## config.mk

```make
export PLATFORM = sky130hd
export DESIGN_NAME = script_markup_tokenizer_unit
export DESIGN_NICKNAME = d
export VERILOG_FILES = /design/src/rtl/smt_pkg.sv /design/src/rtl/smt_step.sv /design/src/rtl/smt_resbuf.sv /design/src/rtl/script_markup_tokenizer_unit.sv
export VERILOG_INCLUDE_DIRS = /design/src /design/src/rtl
export SDC_FILE = /design/constraint.sdc
export NUM_CORES = 2
export LEC_CHECK = 0
export BUFFER_PORTS_ARGS = -buffer_cell sky130_fd_sc_hd__buf_2
export CORE_MARGIN = 2
export CORE_UTILIZATION = 60
export CTS_CLUSTER_DIAMETER = 120
export CTS_CLUSTER_SIZE = 24
export DETAILED_ROUTE_END_ITERATION = 6
export PLACE_DENSITY = 0.77
export SLEW_MARGIN = 20
export SYNTH_ARGS = -nofsm -noshare
export SYNTH_HDL_FRONTEND = slang
export SYNTH_SLANG_ARGS = --single-unit
export TNS_END_PERCENT = 5
```

## constraint.sdc

```tcl
create_clock -name clk -period 10.5 [get_ports clk]
set_input_delay 0 -clock clk [delete_from_list [all_inputs] [get_ports clk]]
set_output_delay 0 -clock clk [all_outputs]
set_load 0.005 [all_outputs]
```

## src/rtl/script_markup_tokenizer_unit_assert.svh

```systemverilog
// ----------------------------------------------------------------------------
// Assertion macros for the markup tokenizer
// Shared immediate-style wrappers around concurrent assertions.
// ----------------------------------------------------------------------------
`ifndef SCRIPT_MARKUP_TOKENIZER_UNIT_ASSERT_SVH
`define SCRIPT_MARKUP_TOKENIZER_UNIT_ASSERT_SVH

// condition must hold at every edge outside reset
`define SMT_ASSERT_ALWAYS(label, clk, rst_n, cond, msg) \
    label: assert property (@(posedge clk) disable iff (!rst_n) (cond)) else $error(msg);

// pre in this cycle implies post in the next cycle
`define SMT_ASSERT_NEXT(label, clk, rst_n, pre, post, msg) \
    label: assert property (@(posedge clk) disable iff (!rst_n) (pre) |=> (post)) \
        else $error(msg);

`endif

```

## src/rtl/smt_pkg.sv

```systemverilog
// ----------------------------------------------------------------------------
// smt_pkg
// Types, character codes and classifier functions for the markup tokenizer.
// ----------------------------------------------------------------------------
`default_nettype none

package smt_pkg;

    localparam int OFFSET_BITS_DEF = 24;
    localparam int LINE_BITS_DEF   = 20;
    localparam int COLUMN_BITS_DEF = 16;
    localparam int CP_BITS         = 21;
    localparam int KIND_BITS       = 4;

    localparam logic [CP_BITS-1:0] CH_LBRACKET = 21'h00005B;
    localparam logic [CP_BITS-1:0] CH_RBRACKET = 21'h00005D;
    localparam logic [CP_BITS-1:0] CH_LBRACE   = 21'h00007B;
    localparam logic [CP_BITS-1:0] CH_RBRACE   = 21'h00007D;
    localparam logic [CP_BITS-1:0] CH_COMMA    = 21'h00002C;
    localparam logic [CP_BITS-1:0] CH_EQUALS   = 21'h00003D;
    localparam logic [CP_BITS-1:0] CH_COLON    = 21'h00003A;
    localparam logic [CP_BITS-1:0] CH_LF       = 21'h00000A;
    localparam logic [CP_BITS-1:0] CH_TAB      = 21'h000009;
    localparam logic [CP_BITS-1:0] CH_CR       = 21'h00000D;
    localparam logic [CP_BITS-1:0] CH_VT       = 21'h00000B;
    localparam logic [CP_BITS-1:0] CH_FF       = 21'h00000C;
    localparam logic [CP_BITS-1:0] CH_SPACE    = 21'h000020;

    typedef enum logic [KIND_BITS-1:0] {
        KIND_NEWLINE  = 4'd0,
        KIND_LBRACKET = 4'd1,
        KIND_RBRACKET = 4'd2,
        KIND_LBRACE   = 4'd3,
        KIND_RBRACE   = 4'd4,
        KIND_LDOUBLE  = 4'd5,
        KIND_RDOUBLE  = 4'd6,
        KIND_COLON    = 4'd7,
        KIND_EQUALS   = 4'd8,
        KIND_COMMA    = 4'd9,
        KIND_LITERAL  = 4'd10
    } kind_t;

    typedef enum logic [1:0] {
        PH_BETWEEN = 2'd0,
        PH_ENTRY   = 2'd1,
        PH_LITERAL = 2'd2,
        PH_SKIP    = 2'd3
    } phase_t;

    typedef struct packed {
        logic   plain;
        logic   comment;
        phase_t phase;
    } ctl_t;

    localparam ctl_t CTL_RESET = '{plain: 1'b1, comment: 1'b0, phase: PH_BETWEEN};

    function automatic logic is_blank(input logic [CP_BITS-1:0] c);
        return (c == CH_SPACE) || (c == CH_TAB) || (c == CH_LF) ||
               (c == CH_VT) || (c == CH_FF) || (c == CH_CR);
    endfunction

    function automatic logic is_brace(input logic [CP_BITS-1:0] c);
        return (c == CH_LBRACE) || (c == CH_RBRACE);
    endfunction

    function automatic logic is_tokchar(input logic [CP_BITS-1:0] c);
        return (c == CH_LBRACKET) || (c == CH_RBRACKET) || is_brace(c) ||
               (c == CH_COMMA) || (c == CH_EQUALS) || (c == CH_COLON);
    endfunction

endpackage

`default_nettype wire

```

## src/rtl/smt_step.sv

```systemverilog
// ----------------------------------------------------------------------------
// smt_step
// Decides one character against its look-ahead: up to two tokens and the
// updated scanner state.
// ----------------------------------------------------------------------------
`default_nettype none

module smt_step #(
    parameter int OFFSET_BITS = smt_pkg::OFFSET_BITS_DEF,
    parameter int LINE_BITS   = smt_pkg::LINE_BITS_DEF,
    parameter int COLUMN_BITS = smt_pkg::COLUMN_BITS_DEF,
    parameter int TOK_W       = smt_pkg::KIND_BITS + LINE_BITS + COLUMN_BITS + 2 * OFFSET_BITS
) (
    input  smt_pkg::ctl_t                ctl,
    input  logic [LINE_BITS-1:0]         line,
    input  logic [COLUMN_BITS-1:0]       col,
    input  logic [OFFSET_BITS-1:0]       off,
    input  logic [OFFSET_BITS-1:0]       lit_off,
    input  logic [LINE_BITS-1:0]         lit_line,
    input  logic [COLUMN_BITS-1:0]       lit_col,
    input  logic [OFFSET_BITS-1:0]       blanks,
    input  logic [smt_pkg::CP_BITS-1:0]  c,
    input  logic [smt_pkg::CP_BITS-1:0]  n,
    input  logic                         at_end,
    output smt_pkg::ctl_t                ctl_nx,
    output logic [LINE_BITS-1:0]         line_nx,
    output logic [COLUMN_BITS-1:0]       col_nx,
    output logic [OFFSET_BITS-1:0]       off_nx,
    output logic [OFFSET_BITS-1:0]       lit_off_nx,
    output logic [LINE_BITS-1:0]         lit_line_nx,
    output logic [COLUMN_BITS-1:0]       lit_col_nx,
    output logic [OFFSET_BITS-1:0]       blanks_nx,
    output logic [1:0]                   tok_cnt,
    output logic [TOK_W-1:0]             tok0,
    output logic [TOK_W-1:0]             tok1
);
    import smt_pkg::*;

    logic                   c_blank;
    logic                   c_nl;
    logic                   pair;
    logic                   pair_brace;
    logic                   lit_close;
    logic                   btw;
    logic                   c_tok;
    kind_t                  btok_kind;
    logic                   btok_valid;
    logic [OFFSET_BITS-1:0] btok_len;
    logic                   lit_begin;
    logic                   lit_cont;
    logic                   check;
    logic                   stop;
    logic [OFFSET_BITS-1:0] eff_blanks;
    logic [OFFSET_BITS:0]   end_pos;
    logic [OFFSET_BITS:0]   span;
    logic [OFFSET_BITS:0]   lit_len_raw;
    logic [OFFSET_BITS-1:0] lit_len;
    logic                   lit_valid;
    logic [TOK_W-1:0]       lit_tok;
    logic [TOK_W-1:0]       btok_tok;
    logic [TOK_W-1:0]       nl_tok;

    assign c_blank    = is_blank(c);
    assign c_nl       = (c == CH_LF);
    assign pair       = !at_end && (n == c);
    assign pair_brace = is_brace(c) && pair;
    assign lit_close  = (ctl.phase == PH_LITERAL) && ctl.comment && (c == CH_RBRACE) &&
                        !at_end && (n == CH_RBRACE);
    assign btw        = (ctl.phase == PH_BETWEEN) || lit_close;

    always_comb
    begin
        c_tok     = 1'b0;
        btok_kind = KIND_LBRACKET;
        case (c)
            CH_LBRACKET:
            begin
                c_tok     = 1'b1;
                btok_kind = KIND_LBRACKET;
            end
            CH_RBRACKET:
            begin
                c_tok     = 1'b1;
                btok_kind = KIND_RBRACKET;
            end
            CH_LBRACE:
            begin
                c_tok     = 1'b1;
                btok_kind = pair ? KIND_LDOUBLE : KIND_LBRACE;
            end
            CH_RBRACE:
            begin
                c_tok     = 1'b1;
                btok_kind = pair ? KIND_RDOUBLE : KIND_RBRACE;
            end
            CH_COLON:
            begin
                c_tok     = !ctl.plain;
                btok_kind = KIND_COLON;
            end
            CH_EQUALS:
            begin
                c_tok     = !ctl.plain;
                btok_kind = KIND_EQUALS;
            end
            CH_COMMA:
            begin
                c_tok     = !ctl.plain;
                btok_kind = KIND_COMMA;
            end
            default:
            begin
                c_tok     = 1'b0;
                btok_kind = KIND_LBRACKET;
            end
        endcase
    end

    assign btok_valid = btw && c_tok;
    assign btok_len   = pair_brace ? OFFSET_BITS'(2) : OFFSET_BITS'(1);

    // a literal opens on the first non-blank: non-token, or any in PH_ENTRY
    assign lit_begin = !c_blank && (((ctl.phase == PH_BETWEEN) && !c_tok) ||
                                    (ctl.phase == PH_ENTRY));
    assign lit_cont  = (ctl.phase == PH_LITERAL) && !lit_close;
    assign check     = lit_begin || lit_cont;

    assign stop = at_end || (n == CH_LF) ||
                  (ctl.plain ? (!ctl.comment && is_brace(n)) : is_tokchar(n));

    assign lit_off_nx  = lit_begin ? off  : lit_off;
    assign lit_line_nx = lit_begin ? line : lit_line;
    assign lit_col_nx  = lit_begin ? col  : lit_col;

    always_comb
    begin
        if (lit_begin)
            eff_blanks = '0;
        else if (lit_cont)
            eff_blanks = c_blank ? ((blanks == '1) ? blanks : blanks + 1'b1) : '0;
        else
            eff_blanks = blanks;
    end
    assign blanks_nx = eff_blanks;

    // closing double brace ends the literal before the brace itself
    assign end_pos     = lit_close ? {1'b0, off} : {1'b0, off} + 1'b1;
    assign span        = (end_pos > {1'b0, lit_off_nx}) ? end_pos - {1'b0, lit_off_nx} : '0;
    assign lit_len_raw = span - {1'b0, eff_blanks};
    assign lit_len     = lit_len_raw[OFFSET_BITS] ? '1 : lit_len_raw[OFFSET_BITS-1:0];
    assign lit_valid   = (lit_close || (check && stop)) && (span > {1'b0, eff_blanks});

    assign lit_tok  = {KIND_LITERAL, lit_line_nx, lit_col_nx, lit_off_nx, lit_len};
    assign btok_tok = {btok_kind, line, col, off, btok_len};
    assign nl_tok   = {KIND_NEWLINE, line, col, off, {OFFSET_BITS{1'b0}}};

    // a newline token, when present, always comes last
    assign tok_cnt = 2'(lit_valid) + 2'(btok_valid) + 2'(c_nl);
    assign tok0    = lit_valid ? lit_tok : (btok_valid ? btok_tok : nl_tok);
    assign tok1    = (lit_valid && btok_valid) ? btok_tok : nl_tok;

    assign line_nx = (c_nl && (line != '1)) ? line + 1'b1 : line;
    assign col_nx  = c_nl ? COLUMN_BITS'(1) : ((col == '1) ? col : col + 1'b1);
    assign off_nx  = (off == '1) ? off : off + 1'b1;

    always_comb
    begin
        ctl_nx = ctl;
        if (btw)
        begin
            case (c)
                CH_LBRACKET: ctl_nx.plain = 1'b0;
                CH_RBRACKET: ctl_nx.plain = 1'b1;
                CH_LBRACE:
                begin
                    if (pair)
                        ctl_nx.comment = 1'b1;
                    else
                        ctl_nx.plain = 1'b0;
                end
                CH_RBRACE:
                begin
                    if (pair)
                        ctl_nx.comment = 1'b0;
                    else
                        ctl_nx.plain = 1'b1;
                end
                default: ctl_nx.plain = ctl.plain;
            endcase
        end

        if (check)
            ctl_nx.phase = stop ? PH_BETWEEN : PH_LITERAL;
        else if (btw)
            ctl_nx.phase = pair_brace ? PH_SKIP : PH_BETWEEN;
        else if (ctl.phase == PH_ENTRY)
            ctl_nx.phase = PH_ENTRY;
        else
            ctl_nx.phase = ctl.comment ? PH_ENTRY : PH_BETWEEN;
    end

endmodule

`default_nettype wire

```

## src/rtl/smt_resbuf.sv

```systemverilog
// ----------------------------------------------------------------------------
// smt_resbuf
// Three-entry result buffer: loaded with all tokens of one input word,
// drained one token per output word.
// ----------------------------------------------------------------------------
`default_nettype none

`include "script_markup_tokenizer_unit_assert.svh"

module smt_resbuf #(
    parameter int TOK_W = smt_pkg::KIND_BITS + smt_pkg::LINE_BITS_DEF +
                          smt_pkg::COLUMN_BITS_DEF + 2 * smt_pkg::OFFSET_BITS_DEF
) (
    input  logic             clk,
    input  logic             rst_n,
    input  logic             load,
    input  logic [1:0]       load_cnt,
    input  logic [TOK_W-1:0] slot0,
    input  logic [TOK_W-1:0] slot1,
    input  logic [TOK_W-1:0] slot2,
    input  logic             out_stall,
    output logic             free,
    output logic             out_valid,
    output logic             out_last,
    output logic [TOK_W-1:0] out_tok
);
    import smt_pkg::*;

    logic [TOK_W-1:0] slot_reg [3];
    logic [1:0]       cnt_reg;
    logic [1:0]       cnt_next;
    logic [1:0]       idx_reg;
    logic [1:0]       idx_next;
    logic             pop;
    logic [2:0]       idx_sum;

    assign out_valid = (cnt_reg != 2'd0);
    assign out_last  = (cnt_reg == 2'd1);
    assign out_tok   = slot_reg[idx_reg];
    assign pop       = out_valid && !out_stall;
    assign free      = (cnt_reg == 2'd0) || (out_last && !out_stall);

    always_comb
    begin
        if (load)
        begin
            cnt_next = load_cnt;
            idx_next = 2'd0;
        end
        else if (pop)
        begin
            cnt_next = cnt_reg - 2'd1;
            idx_next = idx_reg + 2'd1;
        end
        else
        begin
            cnt_next = cnt_reg;
            idx_next = idx_reg;
        end
    end

    always_ff @(posedge clk or negedge rst_n)
    begin
        if (!rst_n)
        begin
            cnt_reg <= 2'd0;
            idx_reg <= 2'd0;
        end
        else
        begin
            cnt_reg <= cnt_next;
            idx_reg <= idx_next;
        end
    end

    always_ff @(posedge clk)
    begin
        if (load)
        begin
            slot_reg[0] <= slot0;
            slot_reg[1] <= slot1;
            slot_reg[2] <= slot2;
        end
    end

    assign idx_sum = {1'b0, idx_reg} + {1'b0, cnt_reg};

    `SMT_ASSERT_ALWAYS(a_idx_in_range, clk, rst_n, idx_sum <= 3'd3, "read index past loaded tokens")
    `SMT_ASSERT_NEXT(a_load_shows, clk, rst_n, load && (load_cnt != 2'd0), out_valid && (idx_reg == 2'd0), "loaded tokens not presented from the first slot")
    `SMT_ASSERT_NEXT(a_pop_counts, clk, rst_n, pop && !load, cnt_reg == $past(cnt_reg) - 2'd1, "taken word not removed from buffer")

endmodule

`default_nettype wire

```

## src/rtl/script_markup_tokenizer_unit.sv

```systemverilog
// ----------------------------------------------------------------------------
// script_markup_tokenizer_unit
// Streaming tokenizer for a bracket/brace markup script, one code point in,
// zero to three position-tagged tokens out.
// ----------------------------------------------------------------------------
//  Channel | Dir | Handshake           | Word
//  --------+-----+---------------------+--------------------------------------
//  in      | in  | in_valid / in_stall | code_point, end_of_source
//  out     | out | out_valid/out_stall | token_kind, start_*, token_length,
//          |     |                     | last_of_run
//
//  One code point per cycle is taken while each word yields at most one token
//  and out_stall is low; a word yielding more tokens holds the input register
//  until the single-token-per-cycle drain of the 3-entry result buffer frees it.
//  Accepted words wait in the input register, their tokens then in the result buffer.
//  Reset returns the scanner to the start of a source; end_of_source does the
//  same after its tokens are queued.
//  in_stall follows out_stall combinationally when the buffer holds its last token.
// ----------------------------------------------------------------------------
`default_nettype none

`include "script_markup_tokenizer_unit_assert.svh"

module script_markup_tokenizer_unit #(
    parameter int OFFSET_BITS = smt_pkg::OFFSET_BITS_DEF,
    parameter int LINE_BITS   = smt_pkg::LINE_BITS_DEF,
    parameter int COLUMN_BITS = smt_pkg::COLUMN_BITS_DEF
) (
    input  logic                          clk,
    input  logic                          rst_n,
    input  logic                          in_valid,
    output logic                          in_stall,
    input  logic [smt_pkg::CP_BITS-1:0]   code_point,
    input  logic                          end_of_source,
    output logic                          out_valid,
    input  logic                          out_stall,
    output logic [smt_pkg::KIND_BITS-1:0] token_kind,
    output logic [LINE_BITS-1:0]          start_line,
    output logic [COLUMN_BITS-1:0]        start_column,
    output logic [OFFSET_BITS-1:0]        start_offset,
    output logic [OFFSET_BITS-1:0]        token_length,
    output logic                          last_of_run
);
    import smt_pkg::*;

    localparam int TOK_W    = KIND_BITS + LINE_BITS + COLUMN_BITS + 2 * OFFSET_BITS;
    localparam int OFF_LSB  = OFFSET_BITS;
    localparam int COL_LSB  = 2 * OFFSET_BITS;
    localparam int LINE_LSB = 2 * OFFSET_BITS + COLUMN_BITS;
    localparam int KIND_LSB = 2 * OFFSET_BITS + COLUMN_BITS + LINE_BITS;

    // input register
    logic                   in_full_reg;
    logic                   in_full_next;
    logic [CP_BITS-1:0]     in_cp_reg;
    logic                   in_eos_reg;
    logic                   accept;
    logic                   load;
    logic                   free;

    // scanner state
    logic [CP_BITS-1:0]     held_reg;
    logic [CP_BITS-1:0]     held_next;
    logic                   held_valid_reg;
    logic                   held_valid_next;
    ctl_t                   ctl_reg;
    ctl_t                   ctl_next;
    logic [LINE_BITS-1:0]   line_reg;
    logic [LINE_BITS-1:0]   line_next;
    logic [COLUMN_BITS-1:0] col_reg;
    logic [COLUMN_BITS-1:0] col_next;
    logic [OFFSET_BITS-1:0] off_reg;
    logic [OFFSET_BITS-1:0] off_next;
    logic [OFFSET_BITS-1:0] lit_off_reg;
    logic [OFFSET_BITS-1:0] lit_off_next;
    logic [LINE_BITS-1:0]   lit_line_reg;
    logic [LINE_BITS-1:0]   lit_line_next;
    logic [COLUMN_BITS-1:0] lit_col_reg;
    logic [COLUMN_BITS-1:0] lit_col_next;
    logic [OFFSET_BITS-1:0] blanks_reg;
    logic [OFFSET_BITS-1:0] blanks_next;

    // first step: held character against the incoming one
    ctl_t                   a_ctl;
    logic [LINE_BITS-1:0]   a_line;
    logic [COLUMN_BITS-1:0] a_col;
    logic [OFFSET_BITS-1:0] a_off;
    logic [OFFSET_BITS-1:0] a_lit_off;
    logic [LINE_BITS-1:0]   a_lit_line;
    logic [COLUMN_BITS-1:0] a_lit_col;
    logic [OFFSET_BITS-1:0] a_blanks;
    logic [1:0]             a_cnt;
    logic [TOK_W-1:0]       a_tok0;
    logic [TOK_W-1:0]       a_tok1;

    // state after the first step
    ctl_t                   s_ctl;
    logic [LINE_BITS-1:0]   s_line;
    logic [COLUMN_BITS-1:0] s_col;
    logic [OFFSET_BITS-1:0] s_off;
    logic [OFFSET_BITS-1:0] s_lit_off;
    logic [LINE_BITS-1:0]   s_lit_line;
    logic [COLUMN_BITS-1:0] s_lit_col;
    logic [OFFSET_BITS-1:0] s_blanks;

    // second step: final character with no look-ahead
    ctl_t                   b_ctl;
    logic [LINE_BITS-1:0]   b_line;
    logic [COLUMN_BITS-1:0] b_col;
    logic [OFFSET_BITS-1:0] b_off;
    logic [OFFSET_BITS-1:0] b_lit_off;
    logic [LINE_BITS-1:0]   b_lit_line;
    logic [COLUMN_BITS-1:0] b_lit_col;
    logic [OFFSET_BITS-1:0] b_blanks;
    logic [1:0]             b_cnt;
    logic [TOK_W-1:0]       b_tok0;
    logic [TOK_W-1:0]       b_tok1;

    logic [1:0]             a_cnt_eff;
    logic [1:0]             b_cnt_eff;
    logic [2:0]             tok_sum;
    logic [1:0]             load_cnt;
    logic [TOK_W-1:0]       slot0;
    logic [TOK_W-1:0]       slot1;
    logic [TOK_W-1:0]       slot2;
    logic [TOK_W-1:0]       out_tok;

    assign in_stall     = in_full_reg && !free;
    assign accept       = in_valid && !in_stall;
    assign load         = in_full_reg && free;
    assign in_full_next = accept || (in_full_reg && !load);

    always_ff @(posedge clk or negedge rst_n)
    begin
        if (!rst_n)
            in_full_reg <= 1'b0;
        else
            in_full_reg <= in_full_next;
    end

    always_ff @(posedge clk)
    begin
        if (accept)
        begin
            in_cp_reg  <= code_point;
            in_eos_reg <= end_of_source;
        end
    end

    smt_step #(
        .OFFSET_BITS (OFFSET_BITS),
        .LINE_BITS   (LINE_BITS),
        .COLUMN_BITS (COLUMN_BITS),
        .TOK_W       (TOK_W)
    ) u_step_held (
        .ctl         (ctl_reg),
        .line        (line_reg),
        .col         (col_reg),
        .off         (off_reg),
        .lit_off     (lit_off_reg),
        .lit_line    (lit_line_reg),
        .lit_col     (lit_col_reg),
        .blanks      (blanks_reg),
        .c           (held_reg),
        .n           (in_cp_reg),
        .at_end      (1'b0),
        .ctl_nx      (a_ctl),
        .line_nx     (a_line),
        .col_nx      (a_col),
        .off_nx      (a_off),
        .lit_off_nx  (a_lit_off),
        .lit_line_nx (a_lit_line),
        .lit_col_nx  (a_lit_col),
        .blanks_nx   (a_blanks),
        .tok_cnt     (a_cnt),
        .tok0        (a_tok0),
        .tok1        (a_tok1)
    );

    assign s_ctl      = held_valid_reg ? a_ctl      : ctl_reg;
    assign s_line     = held_valid_reg ? a_line     : line_reg;
    assign s_col      = held_valid_reg ? a_col      : col_reg;
    assign s_off      = held_valid_reg ? a_off      : off_reg;
    assign s_lit_off  = held_valid_reg ? a_lit_off  : lit_off_reg;
    assign s_lit_line = held_valid_reg ? a_lit_line : lit_line_reg;
    assign s_lit_col  = held_valid_reg ? a_lit_col  : lit_col_reg;
    assign s_blanks   = held_valid_reg ? a_blanks   : blanks_reg;

    smt_step #(
        .OFFSET_BITS (OFFSET_BITS),
        .LINE_BITS   (LINE_BITS),
        .COLUMN_BITS (COLUMN_BITS),
        .TOK_W       (TOK_W)
    ) u_step_final (
        .ctl         (s_ctl),
        .line        (s_line),
        .col         (s_col),
        .off         (s_off),
        .lit_off     (s_lit_off),
        .lit_line    (s_lit_line),
        .lit_col     (s_lit_col),
        .blanks      (s_blanks),
        .c           (in_cp_reg),
        .n           ({CP_BITS{1'b0}}),
        .at_end      (1'b1),
        .ctl_nx      (b_ctl),
        .line_nx     (b_line),
        .col_nx      (b_col),
        .off_nx      (b_off),
        .lit_off_nx  (b_lit_off),
        .lit_line_nx (b_lit_line),
        .lit_col_nx  (b_lit_col),
        .blanks_nx   (b_blanks),
        .tok_cnt     (b_cnt),
        .tok0        (b_tok0),
        .tok1        (b_tok1)
    );

    // pack both steps' tokens into three slots; a fourth is dropped
    assign a_cnt_eff = held_valid_reg ? a_cnt : 2'd0;
    assign b_cnt_eff = in_eos_reg ? b_cnt : 2'd0;
    assign tok_sum   = {1'b0, a_cnt_eff} + {1'b0, b_cnt_eff};
    assign load_cnt  = (tok_sum > 3'd3) ? 2'd3 : tok_sum[1:0];
    assign slot0     = (a_cnt_eff != 2'd0) ? a_tok0 : b_tok0;
    assign slot1     = (a_cnt_eff == 2'd2) ? a_tok1 :
                       ((a_cnt_eff == 2'd1) ? b_tok0 : b_tok1);
    assign slot2     = (a_cnt_eff == 2'd2) ? b_tok0 : b_tok1;

    always_comb
    begin
        held_next       = held_reg;
        held_valid_next = held_valid_reg;
        ctl_next        = ctl_reg;
        line_next       = line_reg;
        col_next        = col_reg;
        off_next        = off_reg;
        lit_off_next    = lit_off_reg;
        lit_line_next   = lit_line_reg;
        lit_col_next    = lit_col_reg;
        blanks_next     = blanks_reg;
        if (load)
        begin
            if (in_eos_reg)
            begin
                held_next       = '0;
                held_valid_next = 1'b0;
                ctl_next        = CTL_RESET;
                line_next       = LINE_BITS'(1);
                col_next        = COLUMN_BITS'(1);
                off_next        = '0;
                lit_off_next    = '0;
                lit_line_next   = LINE_BITS'(1);
                lit_col_next    = COLUMN_BITS'(1);
                blanks_next     = '0;
            end
            else
            begin
                held_next       = in_cp_reg;
                held_valid_next = 1'b1;
                ctl_next        = s_ctl;
                line_next       = s_line;
                col_next        = s_col;
                off_next        = s_off;
                lit_off_next    = s_lit_off;
                lit_line_next   = s_lit_line;
                lit_col_next    = s_lit_col;
                blanks_next     = s_blanks;
            end
        end
    end

    always_ff @(posedge clk or negedge rst_n)
    begin
        if (!rst_n)
        begin
            held_reg       <= '0;
            held_valid_reg <= 1'b0;
            ctl_reg        <= CTL_RESET;
            line_reg       <= LINE_BITS'(1);
            col_reg        <= COLUMN_BITS'(1);
            off_reg        <= '0;
            lit_off_reg    <= '0;
            lit_line_reg   <= LINE_BITS'(1);
            lit_col_reg    <= COLUMN_BITS'(1);
            blanks_reg     <= '0;
        end
        else
        begin
            held_reg       <= held_next;
            held_valid_reg <= held_valid_next;
            ctl_reg        <= ctl_next;
            line_reg       <= line_next;
            col_reg        <= col_next;
            off_reg        <= off_next;
            lit_off_reg    <= lit_off_next;
            lit_line_reg   <= lit_line_next;
            lit_col_reg    <= lit_col_next;
            blanks_reg     <= blanks_next;
        end
    end

    smt_resbuf #(
        .TOK_W (TOK_W)
    ) u_resbuf (
        .clk       (clk),
        .rst_n     (rst_n),
        .load      (load),
        .load_cnt  (load_cnt),
        .slot0     (slot0),
        .slot1     (slot1),
        .slot2     (slot2),
        .out_stall (out_stall),
        .free      (free),
        .out_valid (out_valid),
        .out_last  (last_of_run),
        .out_tok   (out_tok)
    );

    assign token_kind   = out_tok[KIND_LSB +: KIND_BITS];
    assign start_line   = out_tok[LINE_LSB +: LINE_BITS];
    assign start_column = out_tok[COL_LSB +: COLUMN_BITS];
    assign start_offset = out_tok[OFF_LSB +: OFFSET_BITS];
    assign token_length = out_tok[0 +: OFFSET_BITS];

    `SMT_ASSERT_NEXT(a_eos_restarts, clk, rst_n, load && in_eos_reg, !held_valid_reg && (ctl_reg.phase == PH_BETWEEN) && (off_reg == '0), "scanner not back at source start after final word")
    `SMT_ASSERT_NEXT(a_char_held, clk, rst_n, load && !in_eos_reg, held_valid_reg && (held_reg == $past(in_cp_reg)), "incoming code point not held for look-ahead")
    `SMT_ASSERT_NEXT(a_out_held, clk, rst_n, out_valid && out_stall, out_valid && (out_tok == $past(out_tok)), "stalled output word changed")

endmodule

`default_nettype wire

```

==> impl_results.html <==
<table>
<tr><th>Metric</th><th>Value</th></tr>
<tr><th colspan="2">Clock network</th></tr>
<tr><td>Clk sinks</td><td>roughly 460</td></tr>
<tr><td>Clk buf depth</td><td>3</td></tr>
<tr><td>Source-to-sink clock delay at the later pin of the worst-skew pair</td><td>0.63 ns</td></tr>
<tr><td>Clock tree from TritonCTS</td><td>built</td></tr>
<tr><td>Number of buffers inserted during clock tree synthesis</td><td>24</td></tr>
<tr><td>Library cell used as clock root buffer</td><td>clkbuf_16</td></tr>
<tr><td>Post-CTS clock slew at the launch and capture registers of the worst setup and hold paths</td><td>around 0.1 ns</td></tr>
<tr><td>Number of levels the H-tree was split into</td><td>1</td></tr>
<tr><th colspan="2">Placed design</th></tr>
<tr><td>DP Wirelength</td><td>between 70000 and 80000 µm</td></tr>
<tr><td>Worst slack at placement</td><td>approximately 0.53 ns</td></tr>
<tr><td>Number of port buffers</td><td>approximately 120</td></tr>
<tr><td>Gpl congestion</td><td>0.981</td></tr>
<tr><td>Area post-placement</td><td>between 30000 and 40000 µm²</td></tr>
<tr><th colspan="2">Worst setup path</th></tr>
<tr><td>Largest fanout of any net on the critical path</td><td>34</td></tr>
<tr><td>Startpoint class of the critical path</td><td>flop</td></tr>
<tr><td>CP Buf/Inv Count</td><td>4</td></tr>
<tr><td>Req. time, crit path</td><td>10.84 ns</td></tr>
<tr><td>Setup CP Type</td><td>flop to flop</td></tr>
<tr><td>Delay of the slowest critical-path stage</td><td>between 0.6 and 0.7 ns</td></tr>
<tr><td>Largest delay share family, worst path</td><td>compound AO/OA/AOI/OAI gates</td></tr>
<tr><td>Highest-delay cell along the critical path</td><td>fa_1</td></tr>
<tr><td>Kind of capture point of the worst setup path</td><td>flop</td></tr>
<tr><td>Worst Path Arrival</td><td>~10 ns</td></tr>
<tr><td>CP dominant cell by count</td><td>a21oi_1</td></tr>
<tr><th colspan="2">Synth</th></tr>
<tr><td>Post-synthesis xor/xnor area fraction</td><td>under 10%</td></tr>
<tr><td>Post-synth EDFFs</td><td>around 290</td></tr>
<tr><td>Number of warning messages in the yosys log</td><td>0</td></tr>
<tr><td>Top_reg_cell synth</td><td>edfxtp_1</td></tr>
<tr><td>Synthesized area per cell</td><td>~8.6 µm²</td></tr>
<tr><td>Flip-flop and latch count after synthesis</td><td>around 460</td></tr>
<tr><td>Adder-cell area share of the yosys netlist</td><td>4.26%</td></tr>
<tr><td>Most common cell in the netlist</td><td>nand2_1</td></tr>
<tr><td>Sequential area share after synthesis</td><td>38.0%</td></tr>
<tr><td>Simple logic cell fraction of the synthesized area</td><td>between 15 and 20%</td></tr>
<tr><td>Cell variety after synth</td><td>between 100 and 150</td></tr>
<tr><td>Synthesized instance count</td><td>between 3000 and 4000</td></tr>
<tr><td>Top post-synthesis cells by count</td><td>nand2_1 (552), nor2_1 (402), o21ai_0 (388)</td></tr>
<tr><td>Leading post-synthesis cells by cell area</td><td>edfxtp_1 (25%), dfrtp_1 (12%), mux2i_1 (8.3%)</td></tr>
<tr><td>Proportion of register bits with asynchronous set or reset after synthesis</td><td>between 30% and 40%</td></tr>
<tr><td>Combinational family with the most area after synthesis</td><td>simple AND/OR/NAND/NOR gates</td></tr>
<tr><td>Share of the synthesized area in the top cell type</td><td>25.1%</td></tr>
<tr><td>Combined area of all synthesized cells</td><td>roughly 34000 µm²</td></tr>
<tr><td>Multiplexer share of the synthesized area</td><td>under 10%</td></tr>
<tr><td>Post-synthesis compound-gate area fraction</td><td>18.6%</td></tr>
<tr><td>Mapped Nets</td><td>approximately 4000</td></tr>
<tr><td>Cell type with the highest aggregate area in the netlist</td><td>edfxtp_1</td></tr>
<tr><th colspan="2">Die</th></tr>
<tr><td>Die footprint</td><td>a little under 60000 µm²</td></tr>
<tr><td>Initial core utilization</td><td>60.6%</td></tr>
<tr><td>I/O pin count</td><td>roughly 120</td></tr>
<tr><td>Placement Rows</td><td>87</td></tr>
<tr><td>Height of the die</td><td>around 240 µm</td></tr>
<tr><td>Core footprint</td><td>56400 µm²</td></tr>
<tr><td>Die W</td><td>243 µm</td></tr>
<tr><th colspan="2">Status</th></tr>
<tr><td>Result of the run</td><td>complete, no violations</td></tr>
<tr><th colspan="2">Final layout</th></tr>
<tr><td>Final instance area</td><td>between 30000 and 40000 µm²</td></tr>
<tr><td>Inserted Diodes</td><td>0</td></tr>
<tr><td>Max reg flops</td><td>~260</td></tr>
<tr><td>Number of nets at the end of the flow</td><td>4092</td></tr>
<tr><td>Share of cells above drive strength 1</td><td>between 8 and 9%</td></tr>
<tr><td>Synth-to-Final Area Change</td><td>6.94%</td></tr>
<tr><th colspan="2">STA</th></tr>
<tr><td>Post-route setup slack</td><td>between 0.6 and 0.7 ns</td></tr>
<tr><td>Minimum clock period after layout</td><td>9.80 ns</td></tr>
<tr><td>Max-slew violation count</td><td>0</td></tr>
<tr><td>Final period util</td><td>93.4%</td></tr>
<tr><td>Hold Vio Cnt, Final</td><td>0</td></tr>
<tr><td>Tightest Pin Transition</td><td>1.13 ns</td></tr>
<tr><td>Setup clock skew after layout</td><td>between 0.05 and 0.06 ns</td></tr>
<tr><td>Peak clock frequency supported by timing</td><td>slightly above 100 MHz</td></tr>
<tr><td>Endpoints failing setup</td><td>0</td></tr>
<tr><td>Slew headroom</td><td>between 20% and 30%</td></tr>
<tr><th colspan="2">Drt</th></tr>
<tr><td>Final antenna-violating net count</td><td>0</td></tr>
<tr><td>Detailed Route Iter0 Violations</td><td>roughly 3800</td></tr>
<tr><td>DRC violations left</td><td>0</td></tr>
<tr><td>Drt via density</td><td>~6.5</td></tr>
<tr><td>Drt first pass iters</td><td>7</td></tr>
<tr><td>Post-detailed-routing wire length</td><td>106000 µm</td></tr>
<tr><td>Via Count</td><td>30600</td></tr>
<tr><td>Avg WL per Cell</td><td>about 22 µm</td></tr>
<tr><th colspan="2">Global routing</th></tr>
<tr><td>Pin count of the biggest net entering global routing</td><td>between 90 and 100</td></tr>
<tr><td>Global-route wire length before repair</td><td>between 150000 and 200000 µm</td></tr>
<tr><td>All-layer global routing usage</td><td>35.0%</td></tr>
<tr><td>Vias in the first global route</td><td>approximately 28000</td></tr>
<tr><td>Initial antenna violation count</td><td>1</td></tr>
<tr><td>Grt total ovfl</td><td>0</td></tr>
<tr><th colspan="2">Min path</th></tr>
<tr><td>Worst min path class</td><td>primary input to async pin</td></tr>
<tr><th colspan="2">Job</th></tr>
<tr><td>Maxcap violations</td><td>0</td></tr>
</table>
## cells by family after synthesis
logic type | after synthesis
AO/OA/AOI/OAI | 1043
XOR/XNOR | 216
adder cells (fa/ha/maj) | 112
buffers and inverters | 361
flip-flops | 461
multiplexers | 318
AND/OR/NAND/NOR | 1463
## layer usage
layer  global-route usage [%]  vias to the layer above  wire (µm)
met5                        0                        -         50
met4                     11.9                        2       3790
met3                     4.28                      215       9000
met2                     55.2                     1483      47400
met1                     50.2                    14600      45500
li1                         -                    14300          -
## timing repair
item | 4_1_cts | 5_1_grt
hold buffers | 26 | 0
gates resized for setup | 0 | 8
setup endpoints to repair | 0 | 29
setup buffers | 0 | 0
endpoints found under the hold margin | 117 | 0
## placed cells by master, fill, tap and decap left out, types with 32 or more instances in the layout
| master | Yosys | final |
|---|---|---|
| nand2_1 | 552 | 550 |
| nor2_1 | 402 | 397 |
| o21ai_0 | 388 | 388 |
| edfxtp_1 | 286 | 286 |
| mux2i_1 | 284 | 284 |
| a21oi_1 | 228 | 225 |
| dfrtp_1 | 170 | 167 |
| xnor2_1 | 117 | 117 |
| buf_2 | 22 | 115 |
| ha_1 | 105 | 105 |
| xor2_1 | 98 | 96 |
| nand3_1 | 92 | 92 |
| buf_4 | 8 | 89 |
| nor3_1 | 77 | 77 |
| inv_1 | 73 | 71 |
| nand4_1 | 53 | 53 |
| and3_1 | 54 | 53 |
| o21ai_1 | 51 | 50 |
| a21o_1 | 46 | 46 |
| o22ai_1 | 43 | 43 |
| a22oi_1 | 43 | 43 |
| nor2b_1 | 32 | 32 |
| mux2_2 | 32 | 32 |
## layout make-up
cell class | instances | area [µm²]
clock inverters | 4 | 61.3
well taps | 756 | 946
fillers | 4869 | 19900
clock buffers | 40 | 661
multi-input cells | 3152 | 19900
inverters | 74 | 285
flip-flops and latches | 461 | 13000
repair buffers | 241 | 1720
## metrics by stage
step	util (%)	std cells	setup TNS, ns	hold WS [ns]
final	64.8	4728	0	0.0423
after CTS	64.7	4728	0	0.0612
after floorplan	-	3974	0	-0.296
after global placement	63.0	4658	0	0.138
after detailed placement	63.0	4658	0	0.131
after global routing	64.8	4728	-0.0102	0.0777
## worst paths after layout
| check | endpoint | from | cells after the start | slack [ns] |
|---|---|---|---|---|
| worst max-delay path | u_resbuf.slot_reg[1][34]$_DFFE_PP_ | held_reg[11]$_DFFE_PN0P_ | 36 | 0.70 |
| worst min-delay path | off_reg[17]$_DFFE_PN0P_ | rst_n | 2 | 0.04 |
| max in group asynchronous | held_valid_reg$_DFFE_PN0P_ | rst_n | 4 | 8.63 |
| worst min register to register | lit_off_reg[12]$_DFFE_PN0P_ | lit_off_reg[12]$_DFFE_PN0P_ | 2 | 0.52 |
| min in group clk | in_cp_reg[20]$_DFFE_PP_ | code_point[20] | 2 | 0.08 |
| worst max register to register | u_resbuf.slot_reg[1][34]$_DFFE_PP_ | held_reg[11]$_DFFE_PN0P_ | 36 | 0.70 |
Power is left out: the tool's default activity adds up to more than one toggle a clock period on the data nets, which glitch-free logic cannot reach.
